==> src/hdl/bpj_pkg.sv <==
package bpj_pkg;

	localparam int COORD_WIDTH_DEF = 12;
	localparam int FIELD_WIDTH     = 16;
	localparam int CFG_DATA_WIDTH  = 64;
	localparam int FRAC_SHIFT      = 14;
	localparam int TRANS_SHIFT     = 22;

	localparam logic [15:0] DEPTH_MIN_RAW = 16'd41;
	localparam logic [15:0] DEPTH_MAX_RAW = 16'd40960;

	localparam logic [15:0] FOCAL_X_RST  = 16'd8192;
	localparam logic [15:0] FOCAL_Y_RST  = 16'd8192;
	localparam logic [15:0] CENTER_X_RST = 16'd5120;
	localparam logic [15:0] CENTER_Y_RST = 16'd3840;
	localparam logic [63:0] POSE_0_RST   = 64'h0000_0000_0000_4000;
	localparam logic [63:0] POSE_1_RST   = 64'h0000_0000_4000_0000;
	localparam logic [63:0] POSE_2_RST   = 64'h0000_4000_0000_0000;

	typedef enum logic [2:0] {
		REG_FOCAL_X  = 3'd0,
		REG_FOCAL_Y  = 3'd1,
		REG_CENTER_X = 3'd2,
		REG_CENTER_Y = 3'd3,
		REG_POSE_0   = 3'd4,
		REG_POSE_1   = 3'd5,
		REG_POSE_2   = 3'd6,
		REG_FRAME_ID = 3'd7
	} reg_idx_t;

	typedef struct packed {
		logic        keep;
		logic [15:0] depth;
		logic [7:0]  blue;
		logic [7:0]  green;
		logic [7:0]  red;
		logic        frame_end;
	} side_t;

	function automatic logic mod3_zero(input logic [15:0] v);
		logic [4:0] s;
		logic       hit;
		s = '0;
		for (int i = 0; i < 8; i++) begin
			s = s + 5'(v[2*i +: 2]);
		end
		hit = 1'b0;
		for (int k = 0; k <= 8; k++) begin
			if (s == 5'(3 * k)) hit = 1'b1;
		end
		return hit;
	endfunction

endpackage

==> src/hdl/bpj_axis.sv <==
module bpj_axis #(
	parameter int QW = 37
) (
	input  logic                clk,
	input  logic                en,
	input  logic signed [QW-1:0] xc,
	input  logic signed [QW-1:0] yc,
	input  logic signed [20:0]  zc,
	input  logic [63:0]         pose,
	output logic signed [31:0]  world
);
	import bpj_pkg::*;

	localparam int PW = QW + 16;

	logic signed [PW-1:0] p0_s1, p1_s1;
	logic signed [36:0]   p2_s1;
	logic signed [15:0]   t_s1;
	logic signed [63:0]   acc_s2;
	logic signed [63:0]   biased;
	logic signed [63:0]   shifted;

	always_ff @(posedge clk) begin
		if (en) begin
			p0_s1 <= $signed(pose[15:0]) * xc;
			p1_s1 <= $signed(pose[31:16]) * yc;
			p2_s1 <= $signed(pose[47:32]) * zc;
			t_s1  <= $signed(pose[63:48]);
		end
	end

	always_ff @(posedge clk) begin
		if (en) begin
			acc_s2 <= 64'(p0_s1) + 64'(p1_s1) + 64'(p2_s1) + (64'(t_s1) <<< TRANS_SHIFT);
		end
	end

	always_comb begin
		biased  = acc_s2 + (acc_s2[63] ? 64'sd16383 : 64'sd0);
		shifted = biased >>> FRAC_SHIFT;
	end

	always_ff @(posedge clk) begin
		if (en) begin
			if (shifted > 64'sd2147483647) begin
				world <= 32'sh7FFF_FFFF;
			end else if (shifted < -64'sd2147483648) begin
				world <= 32'sh8000_0000;
			end else begin
				world <= shifted[31:0];
			end
		end
	end

endmodule

==> config.mk <==
export PLATFORM = sky130hd
export DESIGN_NAME = bpj_axis
export DESIGN_NICKNAME = d
export VERILOG_FILES = /design/src/hdl/bpj_pkg.sv /design/src/hdl/bpj_axis.sv
export SDC_FILE = /design/constraint.sdc
export NUM_CORES = 2
export LEC_CHECK = 0
export BUFFER_PORTS_ARGS = -buffer_cell sky130_fd_sc_hd__buf_2
export CAP_MARGIN = 15
export CORE_MARGIN = 2
export CORE_UTILIZATION = 70
export DETAILED_ROUTE_END_ITERATION = 10
export PLACE_DENSITY = 0.88
export SYNTH_ARGS = -nofsm -noshare
export SYNTH_HDL_FRONTEND = slang
export SYNTH_SLANG_ARGS = --single-unit
==> constraint.sdc <==
create_clock -name clk -period 26.1 [get_ports clk]
set_input_delay 6.525 -clock clk [delete_from_list [all_inputs] [get_ports clk]]
set_output_delay 6.525 -clock clk [all_outputs]
set_load 0.01 [all_outputs]
# Word-level counts from Yosys, hierarchy flattened
# Index checks and enable logic that the tools add are counted.
[classes] n_addsub=4 order_cmp=2 mux=2 multipliers=3
[ops] cell="16-bit by 37-bit multiplier with 53-bit output" n=2
[ops] cell="64-bit by 15-bit adder with 64-bit output" n=1
[ops] cell="55-bit by 38-bit adder with 56-bit output" n=1
[ops] cell="54-bit by 37-bit adder with 55-bit output" n=1
[ops] cell="53-bit by 53-bit adder with 54-bit output" n=1
[ops] cell="50-bit by 32-bit > comparator with 1-bit output (second input constant)" n=1
[ops] cell="50-bit by 32-bit < comparator with 1-bit output (second input constant)" n=1
[ops] cell="16-bit by 21-bit multiplier with 37-bit output" n=1
[ops] cell="32-bit 2-to-1 mux" n=1
[ops] cell="14-bit 2-to-1 mux" n=1
[word_totals] reg_bits=255 elab_cells=17 out_inout_bits=32 in_bits=161

# Logic depth before layout (Yosys ltp)
[depth] depth_word=4 mapped_depth=27

# Least setup slack after synthesis
# Ideal clock, no wire load.
[synth_timing] path_kind="input port to flip-flop" start="input pose[7]" end="register p0_s1[45] (data pin)" t_arrival_ps=12490 path_slack_ps=13350 path_stages=25 cell_sequence="clkbuf_1 > clkbuf_1 > nand2_1 > fa_1 > inv_1 > fa_1 > inv_1 > fa_1 > inv_1 > fa_1 > fa_1 > inv_1 > fa_1 > inv_1 > ha_1 > a21oi_1 > o21ai_0 > a311oi_1 > a21oi_1 > o2111ai_1 > a211oi_1 > o41ai_1 > o21bai_1 > a21oi_1 > xnor2_1"
[synth_between] elab_chain_cells=1
[synth_lines] element="start: declaration" line="bpj_axis.sv:9" source="input logic [63:0] pose,"
[synth_lines] element="16-bit by 37-bit multiplier with 53-bit output" line="bpj_axis.sv:25" source="p0_s1 <= $signed(pose[15:0]) * xc;"
[synth_lines] element="end signal: assignment" line="bpj_axis.sv:25"
[synth_lines] element="end: declaration" line="bpj_axis.sv:16" source="logic signed [PW-1:0] p0_s1, p1_s1;"
# No other way between the ends.
# A chain may end at the register's enable or synchronous reset.

# Worst setup path in the final report
[layout_timing] start="input pose[3]" end="register p0_s1[52] (data pin)"
# The elaborated chain is that of the path after synthesis.

==> results_dict.tcl <==
set metrics [dict create \
    status "finished, final reports clean" \
    gp_congestion 0.911 \
    met2_usage 0.578 \
    drt_pass1_iterations 6 \
    path_depth 22 \
    worstPathRequired_ns 26.38 \
    nets 9081 \
    clock_latency_ns 0.54 \
    cts_resized 0 \
    crit_buf_inv 4 \
    cts_setup_buffers 0 \
    cts_sinks 247 \
    rr_worst_depth 14 \
    yosysUniqueCellTypes 84 \
    rrSetupSlack_ns 21.27 \
    drt_iter0_markers 3938 \
    syn_nets 9132 \
    cts_root_buf "clkbuf_16" \
    grt_pass1_vias 53500 \
    vias_per_cell 5.85 \
    ys.flop_type "edfxtp_1" \
    holdBufCountCts 0 \
    grt_max_degree 89 \
    vias 48200 \
    dp.cells 8190 \
    drc 0 \
    synth_seq_cells 247 \
    final_cell_count_no_fill 8240 \
    yosys_warnings 0 \
    yosysSeqAreaShare 0.112 \
    htree_levels 1 \
    grt-ovfl-total 0 \
    synth.avg_cell_area_um2 9.43 \
    cts_tree "built" \
    grt_pass1_wl_mm 264 \
    rr_endpoint "acc_s2[52]" \
    hp-class "flip-flop to flip-flop" \
    grt_util_met3 0.0648 \
    grt_usage 0.342 \
    critPathCaptureType "flip-flop" \
    cts.reportedPaths.clkPinSlew_ns 0.07 \
    criticalPathCategory "primary input to flip-flop" \
    path_delay_family "adder cells" \
    start_kind "primary input" \
    die_h_um 311 \
    hp-start "acc_s2[19]" \
    fin_crit_sh 0.509 \
    max_stage_delay_ns 0.86 \
    crit_slowest_cell "o31ai_1" \
    r2r-start "p1_s1[2]" \
    fin_crit_ns 13.28 \
    wire_per_inst_um 19.3 \
    place_hpwl_mm 128 \
    worstPathMaxFanout 37 \
    syn_area_um2 66100 \
    area_growth_pct 3.67 \
    antenna_found_initial 11 \
    ant_nets 0 \
    use_met1 0.424 \
    netlist_instances 7014 \
    crit_start "pose[3]" \
    synth-async-reset-ratio 0 \
    coreArea_um2 93500 \
    slew_headroom 0.255 \
    wirelength_mm 159 \
    grt.busiest_layer "met2" \
    die_x_um 311 \
    crit_top_cell "fa_1" \
    cp_cell_sequence "buf_2, nand2_1, fa_1, fa_1, fa_1, inv_1, fa_1, fa_1, inv_1, fa_1, inv_1, ha_1, nand4_1, nor2_1, nand2_1, o31ai_1, nand3_1, nand3_1, a221oi_2, o22ai_1, mux2i_1, nand4_1" \
    final-setup-viol-count 0 \
    nFillCells 6327 \
    setup.worst_path.end "p0_s1[52]" \
    start_util 0.707 \
    tightest_slew_ns 1.12 \
    drive_above_1_share 0.0413 \
    hold_viol 0 \
    row_count 112 \
    synth_edf_count 247 \
    final-max-slew-violation-count 0 \
    skew_ns 0.0148 \
    fmax_ghz 0.0753 \
    port_buffers 192 \
    cts_made_buffers 24 \
    dieArea_um2 96900 \
    clockBufferDepth 3 \
    cp.arrival_ns 13.57 \
    rsz0062_at_grt "no" \
    maxCapViolations 0 \
    io_pins 193 \
    tns_ns 0 \
]
cells in the final DEF, fill, tap and decap left out, drive strengths merged, types with 7 or more instances in the layout:
cell	instances
a21boi	7
o211ai	11
o21ai	109
nand2	1020
buf	203
a211oi	28
nor3	28
xor2	82
nand2b	43
fa	1530
nand3	59
o31ai	8
nor4	7
o21bai	26
xnor2	147
a21oi	174
clkbuf	26
a21o	103
and3	24
and4	10
nor2b	22
edfxtp	247
nor2	173
o21a	27
or2	8
a31oi	16
a31o	8
inv	1778
ha	427
and2	510
nand4	28
a211o	8
per-layer routing:
metal | share of wire | vias up
li1 | - | 20600
met1 | 0.36 | 24300
met2 | 0.49 | 2620
met3 | 0.094 | 693
met4 | 0.060 | 8
met5 | 0.00062 | -
worst min-delay path by stage:
stage / to / slack, ns / cells after the start
2_1_floorplan: world[25] / 0.60 / 2
3_3_place_gp: world[25] / 0.64 / 2
3_5_place_dp: world[5] / 0.65 / 2
4_1_cts: world[5] / 0.68 / 2
5_1_grt: world[5] / 0.71 / 2
6_report: world[5] / 0.67 / 2
logic make-up (layout without fill, tap and decap cells):
family | after synthesis | after routing | share of synthesized area
flops | 247 | 247 | 0.112
fa+ha+maj | 1957 | 1957 | 0.544
mux | 6 | 6 | 0.000927
xor+xnor | 229 | 229 | 0.0303
compound gates | 571 | 571 | 0.0569
buf+inv | 2053 | 2020 | 0.117
other cells | 0 | 5 | 0
simple gates | 1951 | 1951 | 0.139
cell type report:
| cell class | count | area (µm²) | area share |
|---|---|---|---|
| flip-flops and latches | 247 | 7420 | 0.108 |
| well taps | 1254 | 1570 | 0.0229 |
| clock buffers | 26 | 629 | 0.00918 |
| multi-input cells | 4714 | 51000 | 0.744 |
| clock inverters | 18 | 220 | 0.00321 |
| diodes | 5 | 12.5 | 0.000183 |
| inverters | 1773 | 6660 | 0.0971 |
| repair buffers | 203 | 1070 | 0.0157 |
worst reg2reg max path, stage by stage (launching register included):
cell	delay, ns
edfxtp_1	0.45
fa_1	0.49
ha_1	0.29
ha_1	0.23
fa_1	0.52
a211oi_1	0.31
o21ai_0	0.16
nand2_1	0.17
o21ai_0	0.22
a31oi_1	0.45
a31oi_1	0.32
a21boi_1	0.36
nor2_1	0.14
a311oi_1	0.33
xnor2_1	0.12
cells in the mapped netlist (all sizes together) (11+ instances only):
library cell | instances | area [µm²]
a211oi | 28 | 230
a21o | 103 | 773
a21oi | 174 | 893
a31oi | 16 | 100
and2 | 510 | 3190
and3 | 24 | 151
clkbuf | 270 | 1010
edfxtp | 247 | 7420
fa | 1530 | 30600
ha | 427 | 5340
inv | 1773 | 6660
nand2 | 1020 | 3830
nand2b | 43 | 269
nand3 | 59 | 295
nand4 | 28 | 175
nor2 | 173 | 649
nor2b | 22 | 138
nor3 | 28 | 140
o211ai | 11 | 87.6
o21a | 27 | 204
o21ai | 109 | 557
o21bai | 26 | 195
xnor2 | 147 | 1290
xor2 | 82 | 718
registers in the layout, indices dropped and copies added, names as in the netlist:
register,flops
acc_s2,56
p0_s1,53
p1_s1,53
p2_s1,37
t_s1,16
world,32
per-stage QoR:
step	hold slack (ns)	utilization	worst slack [ns]	area [µm²]
final	0.672	0.733	12.82	68500
after global routing	0.709	0.733	12.57	68500
after CTS	0.675	0.733	12.97	68500
after detailed placement	0.648	0.724	12.40	67700
after global placement	0.639	0.724	12.53	67700
after floorplan	0.596	-	13.35	66100
Power is not shown: default switching activity piles up to over one toggle a cycle in this logic, so the estimate is an artifact.
